File: src/hdl/rspe_pkg.sv
`timescale 1ns / 1ps
// ----------------------------------------------------------------------------
// Reed-Solomon parity encoder package
// Shared widths, register indexes, sequencer states and GF(256) arithmetic.
// ----------------------------------------------------------------------------
package rspe_pkg;

    // Symbol and parity sizing
    localparam int SYM_W       = 8;
    localparam int MAX_CORRECT = 16;
    localparam int MAX_PARITY  = 2 * MAX_CORRECT;
    localparam int T_W         = 5;
    localparam int PAR_CNT_W   = $clog2(MAX_PARITY + 1);
    localparam int CFG_IDX_W   = 2;
    localparam int CFG_DATA_W  = 9;

    // Configuration reset values
    localparam logic [T_W-1:0]   RST_CORRECT_COUNT  = 5'd8;
    localparam logic [SYM_W-1:0] RST_FIRST_ROOT     = 8'd0;
    localparam logic [SYM_W-1:0] RST_MESSAGE_LENGTH = 8'd223;
    localparam logic [8:0]       RST_FIELD_POLY     = 9'd285;

    // Configuration register indexes
    typedef enum logic [CFG_IDX_W-1:0] {
        CFG_CORRECT_COUNT  = 2'd0,
        CFG_FIRST_ROOT     = 2'd1,
        CFG_MESSAGE_LENGTH = 2'd2,
        CFG_FIELD_POLY     = 2'd3
    } t_cfg_reg;

    // Generator build sequencer states
    typedef enum logic [1:0] {
        ST_LOAD,
        ST_SEEK,
        ST_BUILD,
        ST_READY
    } t_gen_state;

    // Control word from the sequencer to the generator cells
    typedef struct packed {
        logic             init;
        logic             step;
        logic [SYM_W-1:0] root;
    } t_gen_ctrl;

    // Multiply by alpha (the value 2) with reduction by the low field bits.
    function automatic logic [SYM_W-1:0] gf_xtime(input logic [SYM_W-1:0] a,
                                                  input logic [SYM_W-1:0] red);
        gf_xtime = {a[SYM_W-2:0], 1'b0} ^ (a[SYM_W-1] ? red : '0);
    endfunction

    // Carry-less shift-and-add multiply in GF(256).
    function automatic logic [SYM_W-1:0] gf_mul(input logic [SYM_W-1:0] a,
                                                input logic [SYM_W-1:0] b,
                                                input logic [SYM_W-1:0] red);
        logic [SYM_W-1:0] x;
        logic [SYM_W-1:0] p;
        x = a;
        p = '0;
        for (int k = 0; k < SYM_W; k++) begin
            if (b[k]) begin
                p = p ^ x;
            end
            x = gf_xtime(x, red);
        end
        gf_mul = p;
    endfunction

endpackage

File: src/hdl/rspe_gen_cell.sv
`timescale 1ns / 1ps
// ----------------------------------------------------------------------------
// Generator coefficient cell
// Holds one coefficient of g(x) and multiplies it by (x + root) each step.
// ----------------------------------------------------------------------------
module rspe_gen_cell (
    input  logic                      i_clk,
    input  rspe_pkg::t_gen_ctrl       i_ctrl,
    input  logic [rspe_pkg::SYM_W-1:0] i_init_val,
    input  logic [rspe_pkg::SYM_W-1:0] i_prev,
    input  logic [rspe_pkg::SYM_W-1:0] i_red,
    output logic [rspe_pkg::SYM_W-1:0] o_coef
);
    import rspe_pkg::*;

    logic [SYM_W-1:0] r_coef;

    // New coefficient is the lower neighbour plus root times this one.
    always_ff @(posedge i_clk) begin
        if (i_ctrl.init) begin
            r_coef <= i_init_val;
        end else if (i_ctrl.step) begin
            r_coef <= i_prev ^ gf_mul(i_ctrl.root, r_coef, i_red);
        end
    end

    assign o_coef = r_coef;

endmodule

File: config.mk
export PLATFORM = sky130hd
export DESIGN_NAME = rspe_gen_cell
export DESIGN_NICKNAME = d
export VERILOG_FILES = /design/src/hdl/rspe_pkg.sv /design/src/hdl/rspe_gen_cell.sv
export SDC_FILE = /design/constraint.sdc
export NUM_CORES = 1
export LEC_CHECK = 0
export ABC_AREA = 1
export BUFFER_PORTS_ARGS = -buffer_cell sky130_fd_sc_hd__buf_2
export CAP_MARGIN = 20
export CELL_PAD_IN_SITES_DETAIL_PLACEMENT = 1
export CELL_PAD_IN_SITES_GLOBAL_PLACEMENT = 2
export CORE_MARGIN = 1.5
export CORE_UTILIZATION = 31
export CTS_BUF_LIST = sky130_fd_sc_hd__clkbuf_16
export CTS_CLUSTER_SIZE = 12
export DETAILED_ROUTE_END_ITERATION = 10
export MAX_ROUTING_LAYER = met4
export PLACE_DENSITY = 0.88
export SLEW_MARGIN = 20
export SYNTH_ARGS = -nofsm -noshare
export SYNTH_HDL_FRONTEND = slang
export SYNTH_SLANG_ARGS = --single-unit
File: constraint.sdc
create_clock -name i_clk -period 4.4 [get_ports i_clk]
set_input_delay 0.66 -clock i_clk [delete_from_list [all_inputs] [get_ports i_clk]]
set_output_delay 0.66 -clock i_clk [all_outputs]
set_load 0.05 [all_outputs]
==> Implementation_results.wiki <==
{| class="wikitable"
! Metric !! Value
|-
| Outcome || complete, no violations
|-
| Routed wire length per instance || 14.4 um
|-
| PwrDens || 394 nW/um^2
|-
| Maximum number of pins on one net before global-route repair || 19
|-
| Number of buffers created by CTS || 3
|-
| Number of stages on the worst setup path || 22
|-
| Placement row count || 38
|-
| Initial core utilization || 0.316
|-
| Sw Pwr || 876 uW
|-
| Max reg flops || 8
|-
| Latest clock arrival within the worst-skew pair || 0.24 ns
|-
| Max-slew headroom at the worst pin || 0.575
|-
| GR Layer Usage met3 || 0.0115
|-
| Logic pwr share || 0.752
|-
| Setup_tns || 0 ns
|-
| IO Port Bufs || 42
|-
| Post-detailed-routing wire length || 12100 um
|-
| Root Buffer Master || clkbuf_16
|-
| Layout cells sized above 1 || 0.137
|-
| Endpoints failing setup || 0
|-
| Cell family contributing the most delay on the critical path || simple AND/OR/NAND/NOR gates
|-
| Reg-to-reg critical path startpoint || o_coef[1]
|-
| Count of hold buffers inserted by post-cts repair || 0
|-
| Detailed-router iteration count before antenna repair || 4
|-
| Reg2reg setup slack || 1.54 ns
|-
| Seq/Total Area, Yosys || 0.0705
|-
| Slew @ Worst Pin || 0.638 ns
|-
| Nature of the critical path startpoint || input pin
|-
| Final hold viol count || 0
|-
| Crit Reg-Reg Endpoint || o_coef[1]
|-
| Start point of the worst min-delay path || i_init_val[2]
|-
| Count of pins over their slew limit || 0
|-
| Internal cell power || 582 uW
|-
| Leak Pwr || 2.20 nW
|-
| Slowest cell on the critical path || buf_2
|-
| Final core utilization || 0.343
|-
| Horiz. Die Dim || 108 um
|-
| Cell depth of the worst min-delay path || 3
|-
| Clock period minus worst slack || 3.44 ns
|-
| ANT nets after route || 0
|-
| Crit path DAT || 3.42 ns
|-
| Count of buffer and inverter cells on the critical path || 2
|-
| Post-synth net total || 719
|-
| Vias || 4328
|-
| Standard cell core area || 10800 um^2
|-
| Synth Register Bits || 8
|-
| Cell breakdown of the critical path || buf_2 -> nand2_2 -> nand2_4 -> nand2_4 -> nor2_4 -> nand2_1 -> nand2_4 -> nand3_2 -> nand2_4 -> nand3_2 -> nand2_4 -> nand3_1 -> nand3_2 -> nand2_2 -> nand2_4 -> nand2_1 -> nand2_1 -> nand3_1 -> inv_1 -> nand2_1 -> nand3_1 -> nand2_1
|-
| CTS tree || done
|-
| Clock H-tree levels || 1
|-
| Antenna violations before repair || 0
|-
| Clock slew at reported path FFs || 0.04 ns
|-
| Count of mapped cells out of synthesis || 684
|-
| Number of setup buffers added after CTS || 0
|-
| Longest Clk Path Bufs || 2
|-
| Depth of the most critical reg-to-reg path || 18
|-
| Max-capacitance violation count || 0
|-
| Via-per-instance ratio || 5.15
|-
| Remaining global-route overflow || 0
|-
| Net switching share of the total power || 0.601
|-
| Maximum achievable frequency || 291 MHz
|-
| Peak-usage layer in the global routing report || met2
|-
| Number of instances resized during post-cts repair || 0
|-
| Worst Path Max Fanout || 17
|-
| Clock power frac || 0.109
|-
| Setup repair after global routing missed its margin || no
|-
| Wire length of the first global-routing pass || 20600 um
|-
| RD Place Congestion || 0.875
|-
| Aggregate global-route resource usage || 0.223
|-
| Residual DRC || 0
|-
| Required time worst endpoint || 4.38 ns
|-
| Final net count || 738
|-
| Count of synthesis-stage warnings from yosys || 0
|-
| Maximum resistive drop on vdd || 0.257 mV
|-
| Count of routing violations after the opening detailed-route iteration || 151
|-
| # diodes || 0
|-
| Die area || 11600 um^2
|-
| Number of primary I/O pins || 43
|-
| Final critical-path share of the clock period || 0.782
|-
| Number of global-route vias before repair || 4431
|-
| GR Layer Usage met2 || 0.388
|-
| Placed instance area || 3620 um^2
|-
| Destination of the worst hold path || o_coef[2]
|-
| Critical path's largest stage delay || 0.29 ns
|-
| HPWL reported at the end of detailed placement || 10200 um
|-
| Met1 Usage GRT || 0.283
|-
| Cell area after layout || 3700 um^2
|-
| Sequential share of power || 0.139
|-
| Critical Path Sink Type || flip-flop
|-
| Area added between synthesis and finish || 8.63%
|-
| Post-route clock skew || 0.00380 ns
|-
| CP most frequent cell || nand2_4
|-
| Type of the setup path with the least slack || input pin to flip-flop
|-
| Post-synthesis instance area || 3410 um^2
|-
| Path category of the worst min-delay check || input pin to flip-flop
|-
| Y dimension of the die || 108 um
|-
| Avg Cell Area, Syn || 4.98 um^2
|-
| Clock sink count || 8
|-
| Post-synthesis cell type count || 25
|}
-- synthesized netlist by cell type (all sizes together) --
| cell | instances | area [um^2] |
|---|---|---|
| nand3b | 6 | 45.0 |
| inv | 69 | 259 |
| or2 | 1 | 6.26 |
| nand2 | 336 | 1370 |
| o21ai | 11 | 55.1 |
| nand3 | 150 | 853 |
| nand4 | 12 | 75.1 |
| xor2 | 6 | 52.6 |
| xnor2 | 6 | 52.6 |
| nor2 | 45 | 189 |
| buf | 18 | 133 |
| o21bai | 5 | 37.5 |
| clkbuf | 11 | 41.3 |
| edfxtp | 8 | 240 |
-- worst register-to-register path, cell delays in order (launching register included) --
cell	delay (ns)
edfxtp_1	0.67
inv_1	0.27
nor2_1	0.18
xor2_1	0.31
o21ai_0	0.15
nand2_1	0.08
o21ai_0	0.10
nand2_1	0.07
nand2_1	0.06
nand2_1	0.06
nand2_1	0.07
nand2_1	0.08
nand2_1	0.06
nand2_1	0.09
nand3_1	0.09
nand2_1	0.09
nand2_1	0.05
nand3_1	0.08
nand2_1	0.06
-- per-stage QoR --
step	std cells	power [mW]	hold WS (ns)	setup WS (ns)
global placement	838	1.26	0.932	0.930
CTS	841	1.47	0.696	0.963
global route	841	1.64	0.705	0.659
floorplan	684	1.05	0.842	1.56
detailed placement	838	1.30	0.937	0.733
finish	841	1.46	0.703	0.960
-- logic make-up (layout without fill, tap and decap cells) --
logic type	after synthesis	in the layout	synth area share
AND/OR/NAND/NOR	550	550	0.744
buffers and inverters	98	115	0.127
flip-flops	8	8	0.0705
XOR/XNOR	12	12	0.0309
AO/OA/AOI/OAI	16	16	0.0272
-- layout by cell type, fill, tap and decap left out, drive strengths merged --
master,instances
buf,43
clkbuf,3
edfxtp,8
inv,69
nand2,336
nand3,150
nand3b,6
nand4,12
nor2,45
o21ai,11
o21bai,5
or2,1
xnor2,6
xor2,6
-- worst max path at each step --
stage,startpoint,to
6_report,i_ctrl[7],o_coef[1]
2_1_floorplan,i_red[7],o_coef[5]
5_1_grt,i_ctrl[7],o_coef[6]
3_5_place_dp,i_ctrl[7],o_coef[1]
4_1_cts,i_ctrl[7],o_coef[1]
3_3_place_gp,i_ctrl[7],o_coef[1]
-- power groups by stage --
stage / clock [mW] / sequential (mW) / combinational [mW]
2_1_floorplan: 0 / 0.208 / 0.842
3_3_place_gp: 0 / 0.199 / 1.06
3_5_place_dp: 0 / 0.202 / 1.10
4_1_cts: 0.161 / 0.201 / 1.11
5_1_grt: 0.163 / 0.207 / 1.27
6_report: 0.159 / 0.202 / 1.10
-- layout make-up --
| cell class | count | area, um^2 |
|---|---|---|
| Clock buffer | 3 | 75.1 |
| Fill cell | 1575 | 7090 |
| Inverter | 69 | 259 |
| Multi-Input combinational cell | 578 | 2730 |
| Sequential cell | 8 | 240 |
| Tap cell | 140 | 175 |
| Timing Repair Buffer | 43 | 218 |
-- per-layer routing --
layer  up-vias  share of wire
met5         -              0
met2        53           0.48
met3        17          0.021
met1      2059           0.48
li1       2199              -
met4         0          0.024
Power figures use the tool's default switching activity.
