$ cat src/hdl/rspe_pkg.sv
`timescale 1ns / 1ps
// ----------------------------------------------------------------------------
// Reed-Solomon parity encoder package
// Shared widths, register indexes, sequencer states and GF(256) arithmetic.
// ----------------------------------------------------------------------------
package rspe_pkg;

    // Symbol and parity sizing
    localparam int SYM_W       = 8;
    localparam int MAX_CORRECT = 16;
    localparam int MAX_PARITY  = 2 * MAX_CORRECT;
    localparam int T_W         = 5;
    localparam int PAR_CNT_W   = $clog2(MAX_PARITY + 1);
    localparam int CFG_IDX_W   = 2;
    localparam int CFG_DATA_W  = 9;

    // Configuration reset values
    localparam logic [T_W-1:0]   RST_CORRECT_COUNT  = 5'd8;
    localparam logic [SYM_W-1:0] RST_FIRST_ROOT     = 8'd0;
    localparam logic [SYM_W-1:0] RST_MESSAGE_LENGTH = 8'd223;
    localparam logic [8:0]       RST_FIELD_POLY     = 9'd285;

    // Configuration register indexes
    typedef enum logic [CFG_IDX_W-1:0] {
        CFG_CORRECT_COUNT  = 2'd0,
        CFG_FIRST_ROOT     = 2'd1,
        CFG_MESSAGE_LENGTH = 2'd2,
        CFG_FIELD_POLY     = 2'd3
    } t_cfg_reg;

    // Generator build sequencer states
    typedef enum logic [1:0] {
        ST_LOAD,
        ST_SEEK,
        ST_BUILD,
        ST_READY
    } t_gen_state;

    // Control word from the sequencer to the generator cells
    typedef struct packed {
        logic             init;
        logic             step;
        logic [SYM_W-1:0] root;
    } t_gen_ctrl;

    // Multiply by alpha (the value 2) with reduction by the low field bits.
    function automatic logic [SYM_W-1:0] gf_xtime(input logic [SYM_W-1:0] a,
                                                  input logic [SYM_W-1:0] red);
        gf_xtime = {a[SYM_W-2:0], 1'b0} ^ (a[SYM_W-1] ? red : '0);
    endfunction

    // Carry-less shift-and-add multiply in GF(256).
    function automatic logic [SYM_W-1:0] gf_mul(input logic [SYM_W-1:0] a,
                                                input logic [SYM_W-1:0] b,
                                                input logic [SYM_W-1:0] red);
        logic [SYM_W-1:0] x;
        logic [SYM_W-1:0] p;
        x = a;
        p = '0;
        for (int k = 0; k < SYM_W; k++) begin
            if (b[k]) begin
                p = p ^ x;
            end
            x = gf_xtime(x, red);
        end
        gf_mul = p;
    endfunction

endpackage

$ cat src/hdl/rspe_par_cell.sv
`timescale 1ns / 1ps
// ----------------------------------------------------------------------------
// Parity register cell
// One stage of the LFSR division: takes the upper neighbour plus feedback
// times its generator coefficient.
// ----------------------------------------------------------------------------
module rspe_par_cell (
    input  logic                      i_clk,
    input  logic                      i_rst_n,
    input  logic                      i_clear,
    input  logic                      i_shift,
    input  logic                      i_flush,
    input  logic [rspe_pkg::SYM_W-1:0] i_fb,
    input  logic [rspe_pkg::SYM_W-1:0] i_coef,
    input  logic [rspe_pkg::SYM_W-1:0] i_next,
    input  logic [rspe_pkg::SYM_W-1:0] i_red,
    output logic [rspe_pkg::SYM_W-1:0] o_value,
    output logic [rspe_pkg::SYM_W-1:0] o_new
);
    import rspe_pkg::*;

    logic [SYM_W-1:0] r_value;

    // Value this stage takes when a word is accepted.
    assign o_new = i_next ^ gf_mul(i_fb, i_coef, i_red);

    // Cleared on reset or restart, and emptied as the codeword's parity is handed on.
    always_ff @(posedge i_clk) begin
        if (!i_rst_n || i_clear) begin
            r_value <= '0;
        end else if (i_shift) begin
            r_value <= i_flush ? '0 : o_new;
        end
    end

    assign o_value = r_value;

endmodule

$ cat config.mk
export PLATFORM = sky130hd
export DESIGN_NAME = rspe_par_cell
export DESIGN_NICKNAME = d
export VERILOG_FILES = /design/src/hdl/rspe_pkg.sv /design/src/hdl/rspe_par_cell.sv
export SDC_FILE = /design/constraint.sdc
export NUM_CORES = 1
export LEC_CHECK = 0
export BUFFER_PORTS_ARGS = -buffer_cell sky130_fd_sc_hd__buf_4
export CAP_MARGIN = 15
export CELL_PAD_IN_SITES_DETAIL_PLACEMENT = 1
export CELL_PAD_IN_SITES_GLOBAL_PLACEMENT = 1
export CORE_AREA = 5 5 113 72
export DETAILED_ROUTE_END_ITERATION = 12
export DIE_AREA = 0 0 118 77
export PLACE_DENSITY_LB_ADDON = 0.1
export SLEW_MARGIN = 20
export SYNTH_ARGS = -nofsm -noshare
export SYNTH_HDL_FRONTEND = slang
export SYNTH_SLANG_ARGS = --single-unit
export TNS_END_PERCENT = 1
$ cat constraint.sdc
create_clock -name i_clk -period 6.6 [get_ports i_clk]
set_input_delay 1.32 -clock i_clk [delete_from_list [all_inputs] [get_ports i_clk]]
set_output_delay 1.32 -clock i_clk [all_outputs]
set_load 0.01 [all_outputs]
==> run_summary.xml <==
<?xml version="1.0" encoding="UTF-8"?>
<metrics>
  <group name="outcome">
    <metric name="outcome" unit="">complete, no violations</metric>
  </group>
  <group name="setup_path">
    <metric name="critical_path_required" unit="ns">5.28</metric>
    <metric name="critical_path.reg2reg.startpoint" unit="">o_value[3]$_SDFFE_PP0P_</metric>
    <metric name="r2r_end" unit="">o_value[3]$_SDFFE_PP0P_</metric>
    <metric name="crit_path_end_kind" unit="">output port</metric>
    <metric name="register_to_register_path_depth" unit="">1</metric>
    <metric name="regToRegSetupSlack" unit="ns">5.99</metric>
    <metric name="timing_worst_setup_path_type" unit="">in2out</metric>
    <metric name="crit_fanout" unit="">28</metric>
    <metric name="critPathArrivalTime" unit="ns">5.02</metric>
    <metric name="setup.worst_path.start_class" unit="">input port</metric>
  </group>
  <group name="layout">
    <metric name="area_used_by_multi_input_combinational_logic" unit="um2">2530</metric>
    <metric name="layout-drive-gt1-share" unit="">0.203</metric>
    <metric name="filler_cell_count" unit="">903</metric>
    <metric name="post_layout_nonfiller_instances" unit="">509</metric>
    <metric name="n_antenna_cell" unit="">0</metric>
    <metric name="finish.net_count" unit="">457</metric>
    <metric name="area_growth_syn_to_layout" unit="%">16.4</metric>
    <metric name="final-seq-area" unit="um2">160</metric>
    <metric name="largest_register_ff_count" unit="">8</metric>
  </group>
  <group name="clock_tree">
    <metric name="clkLatencyLatePin" unit="ns">0.23</metric>
    <metric name="clk_transition_reported_paths" unit="ns">0.04</metric>
    <metric name="longest_clk_path_bufs" unit="">2</metric>
    <metric name="tritoncts" unit="">built</metric>
    <metric name="clock_sinks" unit="">8</metric>
    <metric name="post_cts_hold_buffer_count" unit="">0</metric>
    <metric name="clockRootBuffer" unit="">clkbuf_16</metric>
    <metric name="htree_num_levels" unit="">1</metric>
    <metric name="cts_made_buffers" unit="">3</metric>
  </group>
  <group name="logic_synthesis">
    <metric name="synth-main-ff-cell" unit="">dfxtp_1</metric>
    <metric name="synth.distinct_cells" unit="">66</metric>
    <metric name="post-synth-top-area-cell" unit="">xnor2_1</metric>
    <metric name="async_reset_ff_frac" unit="">0</metric>
    <metric name="share_of_the_synthesized_area_in_the_top_cell_type" unit="">0.230</metric>
    <metric name="synth_warnings" unit="">0</metric>
    <metric name="post_synth_inst_count" unit="">393</metric>
    <metric name="post_synthesis_cell_area" unit="um2">2860</metric>
    <metric name="synth_sequential_area_ratio" unit="">0.0560</metric>
    <metric name="synth-seq-cells" unit="">8</metric>
    <metric name="mappedNetlistNets" unit="">430</metric>
    <metric name="synth_top_cells_by_area" unit="">xnor2_1, nand2_1, dfxtp_1, xnor3_1, xor2_1</metric>
    <metric name="syn-mean-instance-area" unit="um2">7.28</metric>
    <metric name="synth_enable_flop_cells" unit="">0</metric>
    <metric name="synth_common_cells" unit="">nand2_1, xnor2_1, clkbuf_1, nand3_1, a21oi_1</metric>
  </group>
  <group name="sta">
    <metric name="report.final.setup_viol" unit="">0</metric>
    <metric name="total_negative_slack" unit="ns">0</metric>
    <metric name="report.final.slew_viol_count" unit="">0</metric>
    <metric name="max_freq" unit="MHz">158</metric>
    <metric name="maxSlewHeadroom" unit="">0.418</metric>
    <metric name="setup_repair_after_global_routing_missed_its_margin" unit="">no</metric>
    <metric name="report.final.hold_viol_count" unit="">0</metric>
    <metric name="worstMarginPinSlew" unit="ns">0.869</metric>
    <metric name="holdWs" unit="ns">0.473</metric>
    <metric name="clock_skew" unit="ns">0</metric>
    <metric name="period_share" unit="">0.960</metric>
    <metric name="fin_crit_period" unit="ns">6.34</metric>
  </group>
  <group name="power_and_ir_drop">
    <metric name="powerDensity" unit="nW/um2">281</metric>
    <metric name="total_leakage_power" unit="nW">1.39</metric>
    <metric name="vdd.ir_drop.worst" unit="V">0.000173</metric>
  </group>
  <group name="floorplanning">
    <metric name="floorplan.initialDensity" unit="">0.407</metric>
    <metric name="die_w" unit="um">118</metric>
    <metric name="height_of_the_die" unit="um">77</metric>
    <metric name="ioPinCount" unit="">53</metric>
    <metric name="fp-row-count" unit="">24</metric>
    <metric name="coreArea" unit="um2">7030</metric>
    <metric name="fp.dieArea" unit="um2">9090</metric>
  </group>
  <group name="global_routing">
    <metric name="global_route.overflow_total" unit="">0</metric>
    <metric name="grt_pass1_vias" unit="">2849</metric>
    <metric name="antenna_found_initial" unit="">0</metric>
    <metric name="grt_util_all_layers" unit="">0.200</metric>
    <metric name="grt_start_max_net_pins" unit="">29</metric>
    <metric name="grt_first_pass_wirelength" unit="um">15200</metric>
  </group>
  <group name="run">
    <metric name="number_of_violations_of_the_max_capacitance_limit" unit="">0</metric>
  </group>
  <group name="placement">
    <metric name="detailed_place_hpwl" unit="um">7390</metric>
    <metric name="place.gp.congestion" unit="">0.770</metric>
    <metric name="numPlacedInstances" unit="">506</metric>
    <metric name="portBuffers" unit="">52</metric>
  </group>
  <group name="min_path">
    <metric name="hold_path_class" unit="">reg2reg</metric>
    <metric name="min_from" unit="">o_value[6]$_SDFFE_PP0P_</metric>
    <metric name="hold_depth" unit="">1</metric>
    <metric name="endpoint_of_the_worst_hold_path" unit="">o_value[6]$_SDFFE_PP0P_</metric>
  </group>
  <group name="route">
    <metric name="drt_pre_antenna_iters" unit="">5</metric>
    <metric name="drt_drc_violations_left" unit="">0</metric>
    <metric name="routed-via-count" unit="">2870</metric>
    <metric name="first_iter_violations" unit="">229</metric>
    <metric name="avgRoutedWirePerCell" unit="um">17.9</metric>
    <metric name="wl" unit="um">9130</metric>
    <metric name="ant_nets" unit="">0</metric>
    <metric name="vias_per_cell" unit="">5.64</metric>
  </group>
</metrics>
[placed cells by master, fill, tap and decap left out, types with 4 or more instances in the layout]
master / count
nand2_1: 75
xnor2_1: 75
buf_4: 57
nand3_1: 19
a21oi_1: 17
nor2_1: 15
xor2_1: 11
a22o_1: 10
and3_1: 9
o21ai_0: 9
o21ai_1: 8
dfxtp_1: 8
inv_1: 7
xnor3_1: 7
o21a_1: 6
nor4bb_1: 5
nor3_1: 4
a21o_1: 4
o211ai_1: 4
[metal layers]
layer	track usage	vias to the layer above	share of wire
li1	-	1416	-
met1	0.324	1382	0.53
met2	0.288	68	0.42
met4	0.0195	0	0.0015
met3	0.0199	4	0.054
met5	0	-	0
[cells by family (layout without fill, tap and decap cells)]
family	after synthesis	in the layout	synth area share
AND/OR/NAND/NOR	148	148	0.252
XOR/XNOR	100	100	0.366
AO/OA/AOI/OAI	91	91	0.241
buffers and inverters	42	67	0.0691
flip-flops	8	8	0.0560
multiplexers	4	4	0.0157
[worst max path at each step]
stage | to | start | depth (start not counted) | slack (ns)
2_1_floorplan | o_new[1] | i_fb[7] | 14 | 0.91
3_3_place_gp | o_new[7] | i_red[7] | 14 | 0.31
3_5_place_dp | o_new[1] | i_red[7] | 14 | 0.24
4_1_cts | o_new[2] | i_red[7] | 14 | 0.16
5_1_grt | o_new[7] | i_red[7] | 14 | 0.04
6_report | o_new[2] | i_fb[7] | 13 | 0.26
[per-stage QoR]
step | setup slack (ns) | power [mW] | instance area [um2] | utilization
6_report | 0.261 | 0.936 | 3330 | 0.474
5_1_grt | 0.0433 | 1.01 | 3330 | 0.474
4_1_cts | 0.164 | 0.934 | 3310 | 0.471
3_5_place_dp | 0.242 | 0.819 | 3230 | 0.460
3_3_place_gp | 0.314 | 0.807 | 3230 | 0.460
2_1_floorplan | 0.914 | 0.603 | 2860 | -
[layout make-up]
cell class	count	share of cell area
Multi-Input combinational cell	343	0.759
Timing Repair Buffer	57	0.128
Sequential cell	8	0.0481
Tap cell	91	0.0342
Clock buffer	3	0.0225
Inverter	7	0.00789
[repair_timing]
action / in CTS / in global routing
setup endpoints to repair: 0 / 8
endpoints found under the hold margin: 0 / 0
setup buffers: 0 / 0
gates resized for setup: 0 / 3
[worst max-delay path, cell delays in order]
cell and delay, ns:
buf_4 0.28, mux2_4 0.35, a221oi_4 0.33, xnor2_2 0.32, a32o_1 0.35, or4_4 0.46, and2_2 0.28, nand2_2 0.09
xor3_1 0.35, nor2_2 0.12, xnor3_1 0.33, xor2_1 0.25, buf_4 0.17
[where the power goes]
group	switching, mW	internal [mW]	leakage, nW
clock	0.0258	0.0783	0.0370
sequential	0.00305	0.0543	0.0648
combinational	0.393	0.381	1.29
total	0.422	0.513	1.39
Power figures use the tool's default switching activity.
