$ cat src/hdl/rspe_pkg.sv
`timescale 1ns / 1ps
// ----------------------------------------------------------------------------
// Reed-Solomon parity encoder package
// Shared widths, register indexes, sequencer states and GF(256) arithmetic.
// ----------------------------------------------------------------------------
package rspe_pkg;

    // Symbol and parity sizing
    localparam int SYM_W       = 8;
    localparam int MAX_CORRECT = 16;
    localparam int MAX_PARITY  = 2 * MAX_CORRECT;
    localparam int T_W         = 5;
    localparam int PAR_CNT_W   = $clog2(MAX_PARITY + 1);
    localparam int CFG_IDX_W   = 2;
    localparam int CFG_DATA_W  = 9;

    // Configuration reset values
    localparam logic [T_W-1:0]   RST_CORRECT_COUNT  = 5'd8;
    localparam logic [SYM_W-1:0] RST_FIRST_ROOT     = 8'd0;
    localparam logic [SYM_W-1:0] RST_MESSAGE_LENGTH = 8'd223;
    localparam logic [8:0]       RST_FIELD_POLY     = 9'd285;

    // Configuration register indexes
    typedef enum logic [CFG_IDX_W-1:0] {
        CFG_CORRECT_COUNT  = 2'd0,
        CFG_FIRST_ROOT     = 2'd1,
        CFG_MESSAGE_LENGTH = 2'd2,
        CFG_FIELD_POLY     = 2'd3
    } t_cfg_reg;

    // Generator build sequencer states
    typedef enum logic [1:0] {
        ST_LOAD,
        ST_SEEK,
        ST_BUILD,
        ST_READY
    } t_gen_state;

    // Control word from the sequencer to the generator cells
    typedef struct packed {
        logic             init;
        logic             step;
        logic [SYM_W-1:0] root;
    } t_gen_ctrl;

    // Multiply by alpha (the value 2) with reduction by the low field bits.
    function automatic logic [SYM_W-1:0] gf_xtime(input logic [SYM_W-1:0] a,
                                                  input logic [SYM_W-1:0] red);
        gf_xtime = {a[SYM_W-2:0], 1'b0} ^ (a[SYM_W-1] ? red : '0);
    endfunction

    // Carry-less shift-and-add multiply in GF(256).
    function automatic logic [SYM_W-1:0] gf_mul(input logic [SYM_W-1:0] a,
                                                input logic [SYM_W-1:0] b,
                                                input logic [SYM_W-1:0] red);
        logic [SYM_W-1:0] x;
        logic [SYM_W-1:0] p;
        x = a;
        p = '0;
        for (int k = 0; k < SYM_W; k++) begin
            if (b[k]) begin
                p = p ^ x;
            end
            x = gf_xtime(x, red);
        end
        gf_mul = p;
    endfunction

endpackage

$ cat src/hdl/rspe_gen_seq.sv
`timescale 1ns / 1ps
// ----------------------------------------------------------------------------
// Generator build sequencer
// Finds alpha^first_root, then steps the coefficient cells once per root.
// ----------------------------------------------------------------------------
module rspe_gen_seq (
    input  logic                          i_clk,
    input  logic                          i_rst_n,
    input  logic                          i_restart,
    input  logic [rspe_pkg::SYM_W-1:0]     i_first_root,
    input  logic [rspe_pkg::PAR_CNT_W-1:0] i_n,
    input  logic [rspe_pkg::SYM_W-1:0]     i_red,
    output rspe_pkg::t_gen_ctrl           o_ctrl,
    output logic                          o_ready
);
    import rspe_pkg::*;

    t_gen_state       r_state;
    t_gen_state       n_state;
    logic [SYM_W-1:0] r_root;
    logic [SYM_W-1:0] n_root;
    logic [SYM_W-1:0] r_count;
    logic [SYM_W-1:0] n_count;
    logic [SYM_W-1:0] w_exp;
    logic [SYM_W-1:0] w_last_root;
    logic [SYM_W-1:0] w_wrap;

    // Exponents are taken modulo 255, so 255 folds onto zero.
    assign w_exp       = (i_first_root == 8'd255) ? '0 : i_first_root;
    assign w_last_root = {{(SYM_W - PAR_CNT_W){1'b0}}, i_n} - 8'd1;

    // Build step after which the root exponent would reach 255 and restarts at zero.
    assign w_wrap = 8'd254 - w_exp;

    // Next state
    always_comb begin
        n_state = r_state;
        case (r_state)
            ST_LOAD: begin
                n_state = (w_exp == '0) ? ST_BUILD : ST_SEEK;
            end
            ST_SEEK: begin
                if (r_count == 8'd1) begin
                    n_state = ST_BUILD;
                end
            end
            ST_BUILD: begin
                if (r_count == w_last_root) begin
                    n_state = ST_READY;
                end
            end
            ST_READY: begin
                n_state = ST_READY;
            end
            default: begin
                n_state = ST_LOAD;
            end
        endcase
        if (i_restart) begin
            n_state = ST_LOAD;
        end
    end

    // Root and step counter
    always_comb begin
        n_root  = r_root;
        n_count = r_count;
        case (r_state)
            ST_LOAD: begin
                n_root  = 8'd1;
                n_count = w_exp;
            end
            ST_SEEK: begin
                n_root  = gf_xtime(r_root, i_red);
                n_count = r_count - 8'd1;
            end
            ST_BUILD: begin
                n_root  = (r_count == w_wrap) ? 8'd1 : gf_xtime(r_root, i_red);
                n_count = r_count + 8'd1;
            end
            default: begin
                n_root  = r_root;
                n_count = r_count;
            end
        endcase
    end

    // Outputs
    always_comb begin
        o_ctrl.init = 1'b0;
        o_ctrl.step = 1'b0;
        o_ctrl.root = r_root;
        o_ready     = 1'b0;
        case (r_state)
            ST_LOAD:  o_ctrl.init = 1'b1;
            ST_BUILD: o_ctrl.step = 1'b1;
            ST_READY: o_ready     = 1'b1;
            default:  o_ready     = 1'b0;
        endcase
    end

    always_ff @(posedge i_clk) begin
        if (!i_rst_n) begin
            r_state <= ST_LOAD;
        end else begin
            r_state <= n_state;
        end
    end

    always_ff @(posedge i_clk) begin
        r_root  <= n_root;
        r_count <= n_count;
    end

endmodule

$ cat config.mk
export PLATFORM = sky130hd
export DESIGN_NAME = rspe_gen_seq
export DESIGN_NICKNAME = d
export VERILOG_FILES = /design/src/hdl/rspe_pkg.sv /design/src/hdl/rspe_gen_seq.sv
export SDC_FILE = /design/constraint.sdc
export NUM_CORES = 1
export LEC_CHECK = 0
export BUFFER_PORTS_ARGS = -buffer_cell sky130_fd_sc_hd__buf_2
export CORE_ASPECT_RATIO = 1.4
export CORE_MARGIN = 2
export CORE_UTILIZATION = 55
export CTS_BUF_LIST = sky130_fd_sc_hd__clkbuf_4 sky130_fd_sc_hd__clkbuf_8 sky130_fd_sc_hd__clkbuf_16
export CTS_CLUSTER_SIZE = 24
export DETAILED_ROUTE_END_ITERATION = 16
export GPL_TIMING_DRIVEN = 0
export HOLD_SLACK_MARGIN = 0.05
export PLACE_DENSITY = 0.78
export RECOVER_POWER = 50
export SLEW_MARGIN = 20
export SYNTH_ARGS = -nofsm -noshare
export SYNTH_HDL_FRONTEND = slang
export SYNTH_SLANG_ARGS = --single-unit
export TNS_END_PERCENT = 20
$ cat constraint.sdc
create_clock -name i_clk -period 3.6 [get_ports i_clk]
set_input_delay 0.36 -clock i_clk [delete_from_list [all_inputs] [get_ports i_clk]]
set_output_delay 0.36 -clock i_clk [all_outputs]
set_load 0.05 [all_outputs]
==> results of run 1 <==
worst reg2reg max path, delay by kind of cell, from the launching register on:
| kind | cells | cell delay [ns] |
|---|---|---|
| AOI/OAI and AO/OA | 2 | 0.42 |
| adders and majority gates | 1 | 0.27 |
| buffers and inverters | 3 | 0.64 |
| DFF | 1 | 0.42 |
| muxes | 1 | 0.12 |
| and+or+nand+nor | 1 | 0.12 |
stage by stage:
step | hold slack (ns) | utilization (%) | instance area, um2
after detailed placement | 0.543 | 63.2 | 2320
after global routing | 0.401 | 64.4 | 2370
after CTS | 0.408 | 64.7 | 2380
after floorplan | 0.486 | - | 2110
final | 0.401 | 64.4 | 2370
after global placement | 0.526 | 63.2 | 2320
routing by layer:
metal,global-route usage (%),vias to the layer above,part of all wire (%)
met4,3.81,0,1.4
met2,49.3,62,54
li1,-,964,-
met3,2.19,10,4.9
met1,27.1,920,39
met5,0,-,0
layout make-up:
type / count / area, um2 / area share, %
Timing Repair Buffer: 32 / 150 / 6.34
Buffer: 20 / 149 / 6.29
Tap cell: 42 / 52.6 / 2.22
Clock buffer: 4 / 55.1 / 2.32
Inverter: 14 / 52.6 / 2.22
Sequential cell: 18 / 520 / 22.0
Multi-Input combinational cell: 189 / 1390 / 58.6
state kept, by name, indices dropped and copies added (netlist names):
signal	cells
r_root	8
r_count	8
r_state	2
power groups by stage:
stage	combinational (W)	sequential [W]	clock [W]
global route	0.000422	0.000281	0.000181
detailed placement	0.000384	0.000280	0
floorplan	0.000286	0.000288	0
finish	0.000388	0.000277	0.000168
global placement	0.000374	0.000279	0
CTS	0.000386	0.000276	0.000167
cell usage after synthesis, drive strengths merged (2+ instances only):
cell	instances	area, um2
a211oi	8	60.1
a21boi	3	26.3
a21o	2	15.0
a21oi	9	45.0
a221oi	2	23.8
a22oi	2	15.0
a311oi	2	17.5
a31oi	2	18.8
and2	3	20.0
and2b	2	15.0
and3	3	18.8
and4	2	22.5
buf	15	110
clkbuf	5	38.8
dfxtp	2	40.0
edfxtp	16	480
ha	12	150
inv	14	52.6
mux2	2	22.5
mux2i	5	50.1
nand2	27	104
nand3	12	60.1
nand3b	2	15.0
nand4	8	56.3
nor2	8	30.0
nor3	4	25.0
nor3b	2	15.0
nor4	4	31.3
nor4b	3	26.3
o2111ai	2	17.5
o21ai	10	50.0
o221ai	2	17.5
o22ai	3	18.8
o31ai	2	15.0
or4	3	26.3
xnor2	15	131
xor2	10	87.6
worst paths after layout:
kind                              to  slack (ns)  cells past startpoint
max              r_root[7]$_DFFE_PP_        0.91                      9
min          r_state[1]$_SDFFE_PP0P_        0.40                      4
min reg2reg  r_state[1]$_SDFFE_PP0P_        0.54                      2
max reg2reg     r_count[5]$_DFFE_PP_        1.36                      8
logic make-up (layout without fill, tap and decap cells):
kind of cell | Yosys count | after routing | share of synthesized area [%]
flops | 18 | 18 | 24.7
simple gates | 87 | 87 | 23.6
xor+xnor | 25 | 25 | 10.4
mux | 7 | 7 | 3.44
buf+inv | 34 | 70 | 9.54
compound gates | 58 | 58 | 21.3
fa+ha+maj | 12 | 12 | 7.11
cells in the final DEF (no fill, tap or decap), drive strengths merged, types with 4 or more instances in the layout:
cell type	count
xor2	10
nand4	8
mux2i	5
xnor2	15
edfxtp	16
ha	12
nand3	12
nand2	27
nor4	4
inv	14
clkbuf	17
a21oi	9
o21ai	10
nor3	4
a211oi	8
nor2	8
buf	39
==> run_results.csv, run 1 <==
group,metric,value,unit
sta,worst_pin_slew,0.652,ns
cts,holdBufCountCts,0,
sta,clock_skew,0.00503,ns
cts,cts_tree,"done",
detailed_routing,dr.pass1.iters,4,
sta,max_slew_margin,56.5,%
power,p_int,0.000504,W
critical_path,critPathKind,"in2reg",
critical_path,crit_chain,"buf_2 -> and4_4 -> nand2_2 -> and2_1 -> ha_1 -> xnor2_1 -> a221oi_2 -> a2111oi_4 -> a211oi_1",
critical_path,cpLargestDelayFamily,"compound AO/OA/AOI/OAI gates",
hold_path,hold_class,"in2reg",
sta,rsz0062_at_grt,"no",
critical_path,cp.buffers_inverters,1,
power,power.density,352,mW/mm2
synthesis,postSynthNetCount,278,
critical_path,cp.arrival,2.67,ns
place,gp_congestion,0.910,
place,dpl.hpwl,4050,um
place,placed_cells,315,
critical_path,crit_path_end_kind,"register",
power,clkPwrFrac,20.2,%
cells_and_area,insertedDiodeCount,0,
detailed_routing,drtIter0Drc,79,
synthesis,yosys_register_bits,18,
cts,postCtsSetupRepairBufs,0,
floorplanning,fp.dieH,77.3,um
sta,setup_ws,0.911,ns
cts,htree_levels,1,
synthesis,ys_async_sr_fraction,0,%
critical_path,path_max_fanout,9,
cts,ctsResizeCount,0,
synthesis,ys_types,66,
power,seqPwrFrac,33.2,%
power,sw_frac_of_total,39.5,%
power,peakVddDrop,264,uV
floorplanning,die_w,56.4,um
power,totalPowerFinal,0.000833,W
cells_and_area,drive_above_1_share,22.4,%
cts,path_clk_slew,0.07,ns
detailed_routing,via_per_inst,6.13,
hold_path,worstHoldStart,"i_restart",
cts,cts_root_buf,"clkbuf_8",
sta,finalCriticalPeriod,2.69,ns
critical_path,r2r_start,"r_state[1]$_SDFFE_PP0P_",
place,io_buffers,32,
job,cap_viol_max_count,0,
global_route,antenna_found_initial,0,
synthesis,synthFlopType,"edfxtp_1",
floorplanning,die_area,0.00436,mm2
detailed_routing,wl_per_cell,16.4,um
global_route,first_global_vias,1884,
sta,slew_violations,0,
sta,hold_viol_final,0,
synthesis,synth_seq_area_share,24.7,%
global_route,grt_max_degree,17,
detailed_routing,drc,0,
global_route,grt.total_usage,24.4,%
sta,fin_tns_setup,0,ns
power,power_switching,0.000329,W
cells_and_area,area_growth_syn_to_layout,12.2,%
cells_and_area,nFillCells,331,
cells_and_area,nNetsFinal,315,
synthesis,ys_warn_count,0,
sta,fin_crit_sh,74.7,%
cells_and_area,stdcell_count,319,
global_route,overflow,0,
floorplanning,io_pins,36,
cts,cts_buffers,3,
floorplanning,rows,26,
power,p_leak,0.911,nW
cts,cts.sinks,18,
detailed_routing,ant_nets,0,
place,place_ws,0.666,ns
detailed_routing,via_count,1956,
critical_path,cp_slowest_cell,"a2111oi_4",
floorplanning,core_area,0.00368,mm2
power,p_comb_share,46.6,%
synthesis,netlist_instances,241,
sta,fmax,0.372,GHz
synthesis,netlist_area,0.00211,mm2
cts,clk_latency,0.25,ns
status,status,"complete, no violations",
floorplanning,start_util,57.4,%
sta,setup_viol_count_final,0,
critical_path,slowest_delay,0.54,ns
cts,clock_path_buffers,2,
critical_path,startpoint_type,"input port",
detailed_routing,totalWireLength,5240,um
synthesis,synth-edff-count,16,
critical_path,worstSetupStartpoint,"i_first_root[6]",
critical_path,critical_path_required,3.58,ns
global_route,grt_pass1_wl,8670,um
synthesis,syn_area_per_cell,8.76,um2
Power figures use the tool's default switching activity.
==> inputs of run 2 (changes only) <==
Settings changed: ABC_AREA set to 1, PLACE_DENSITY 0.78 to 0.79.
Clock period 3.6 ns to 2.61 ns, I/O delays scaled along.
==> run_results.csv, run 2 <==
group,metric,value,unit
cts,clk_latency,0.26,ns
synthesis,ys_warn_count,0,
place,dpl.hpwl,3640,um
synthesis,syn_area_per_cell,6.84,um2
cells_and_area,fin_area,0.00216,mm2
sta,max_slew_margin,59.7,%
place,placed_cells,352,
critical_path,cp.arrival,2.27,ns
floorplanning,die_w,53.6,um
power,p_leak,0.981,nW
synthesis,ys_types,29,
power,p_int,0.000598,W
cells_and_area,nFillCells,328,
sta,setup_viol_count_final,0,
cts,cts_tree,"done",
global_route,antenna_found_initial,0,
power,p_comb_share,36.7,%
sta,rsz0062_at_grt,"no",
sta,fmax,0.443,GHz
critical_path,r2r_setup_slack,0.77,ns
synthesis,synth_top_cells_by_area,"edfxtp_1, nand2_1, nand3_1",
cts,cts_buffers,3,
cts,holdBufCountCts,0,
cells_and_area,nNetsFinal,354,
floorplanning,fp.dieH,73.5,um
power,clkPwrFrac,24.2,%
sta,hold_ws,0.250,ns
synthesis,netlist_area,0.00190,mm2
critical_path,startpoint_type,"input port",
floorplanning,io_pins,36,
synthesis,postSynthNetCount,314,
global_route,first_global_vias,1817,
critical_path,crit_end,"r_root[2]$_DFFE_PP_",
cells_and_area,final_common_cell,"nand2_1",
cts,path_clk_slew,0.07,ns
cells_and_area,insertedDiodeCount,0,
synthesis,yosys_register_bits,18,
cts,clock_path_buffers,2,
cts,postCtsSetupRepairBufs,0,
power,peakVddDrop,271,uV
detailed_routing,dr.pass1.iters,5,
synthesis,synth_seq_area_share,27.5,%
detailed_routing,ant_nets,0,
job,cap_viol_max_count,0,
global_route,overflow,0,
power,power.density,440,mW/mm2
critical_path,path_max_fanout,10,
detailed_routing,via_count,1971,
critical_path,crit_path_end_kind,"register",
synthesis,synthTopCellsByCount,"nand2_1, nand3_1, inv_1",
global_route,grt.total_usage,24.7,%
cells_and_area,drive_above_1_share,16.5,%
power,power_switching,0.000355,W
sta,fin_tns_setup,0,ns
critical_path,r2r-end,"r_root[2]$_DFFE_PP_",
detailed_routing,drc,0,
synthesis,synth_top_cell_by_area,"edfxtp_1",
critical_path,critPathKind,"in2reg",
sta,setup_ws,0.354,ns
place,io_buffers,35,
synthesis,synth-edff-count,16,
detailed_routing,drtIter0Drc,65,
cells_and_area,stdcell_count,356,
synthesis,netlist_instances,277,
cts,htree_levels,1,
cells_and_area,top_regs,"r_count x8, r_root x8, r_state x2",
critical_path,critical_path_required,2.62,ns
floorplanning,core_area,0.00335,mm2
power,seqPwrFrac,39.1,%
synthesis,synthFlopType,"edfxtp_1",
floorplanning,die_area,0.00394,mm2
detailed_routing,totalWireLength,4560,um
critical_path,r2r_cells,10,
floorplanning,start_util,56.6,%
synthesis,ys_async_sr_fraction,0,%
synthesis,yosysMostFrequentCell,"nand2_1",
synthesis,synth.top_cell.area_share,25.3,%
cts,cts.sinks,18,
cells_and_area,layout_common_cells,"nand2_1, nand3_1, inv_1, buf_2, nor2_1",
hold_path,hold_class,"in2reg",
cts,cts_root_buf,"clkbuf_8",
sta,clock_skew,0.00416,ns
detailed_routing,via_per_inst,5.54,
global_route,grt_pass1_wl,7360,um
sta,finalCriticalPeriod,2.26,ns
place,dpl_cell_area,0.00212,mm2
sta,slew_violations,0,
place,gp_congestion,0.868,
sta,worst_pin_slew,0.604,ns
detailed_routing,wl_per_cell,12.8,um
sta,fin_crit_sh,86.5,%
status,status,"complete, no violations",
sta,hold_viol_final,0,
floorplanning,rows,25,
cts,ctsResizeCount,0,
global_route,grt_max_degree,17,
critical_path,r2r_start,"r_count[4]$_DFFE_PP_",
place,place_ws,0.0845,ns
power,sw_frac_of_total,37.3,%
critical_path,worstSetupStartpoint,"i_first_root[2]",
cells_and_area,area_growth_syn_to_layout,14.2,%
## run 2: cell count changes after synthesis, moves of 8 or more
cell and change:
inv_1 +20, a21oi_1 +9, nand2_1 +36, nor2_1 +12
nand3_1 +28, a211oi_1 -8, nor2_2 +10, xnor2_1 -14
## run 2: layout make-up
cell class	instances	area, um2	share of cell area (%)
repair buffers	35	164	7.57
multi-input cells	217	1210	55.9
well taps	40	50.0	2.31
flip-flops and latches	18	520	24.0
clock buffers	4	55.1	2.54
inverters	34	128	5.90
plain buffers	8	37.5	1.73
## run 2: critical path, stage by stage
cell     delay (ns)
buf_2          0.12
nand2_1        0.12
nor2_4         0.18
nand2_4        0.11
buf_6          0.16
nand2_1        0.10
inv_1          0.05
ha_1           0.30
xor2_1         0.13
nand3_1        0.09
nor2_1         0.13
nand2_1        0.07
nor2_2         0.14
nand3_2        0.10
nand2_4        0.14
nor2_2         0.05
## run 2: how the worst min path moves through the flow
stage / end / slack, ns / from / cells after the start
final: r_state[0]$_SDFFE_PP0P_ / 0.25 / i_restart / 4
after global routing: r_state[0]$_SDFFE_PP0P_ / 0.27 / i_restart / 4
after CTS: r_state[0]$_SDFFE_PP0P_ / 0.26 / i_restart / 4
after detailed placement: r_state[1]$_SDFFE_PP0P_ / 0.51 / r_state[1]$_SDFFE_PP0P_ / 2
after global placement: r_state[1]$_SDFFE_PP0P_ / 0.51 / r_state[1]$_SDFFE_PP0P_ / 2
after floorplan: r_state[0]$_SDFFE_PP0P_ / 0.42 / i_restart / 3
## run 2: kinds of logic after synthesis
family                   after synthesis  synth area share [%]
buffers and inverters                 42                  8.71
AO/OA/AOI/OAI                         43                  12.5
flip-flops                            18                  27.5
adder cells (fa/ha/maj)               12                  7.92
AND/OR/NAND/NOR                      157                  40.4
XOR/XNOR                               5                  3.04
## run 2: through the flow
stage                     power [W]  utilization (%)
final                      0.000953             64.7
after floorplan            0.000630                -
after CTS                  0.000950             65.0
after detailed placement   0.000724             63.4
after global placement     0.000716             63.4
after global routing        0.00101             64.7
## run 2: metal layers
metal	wire, um	up-vias	global-route usage (%)	part of all wire, %
met3	187	12	2.44	4.1
li1	-	1010	-	-
met4	151	0	12.0	3.3
met1	1930	880	28.2	42
met5	0	-	0	0
met2	2290	69	44.4	50
## run 2: power groups by stage
stage / Sequential [W] / Clock [W] / Combinational [W]
CTS: 0.000372 / 0.000230 / 0.000348
floorplan: 0.000385 / 0 / 0.000245
global route: 0.000376 / 0.000240 / 0.000392
detailed placement: 0.000378 / 0 / 0.000346
finish: 0.000372 / 0.000231 / 0.000350
global placement: 0.000378 / 0 / 0.000338
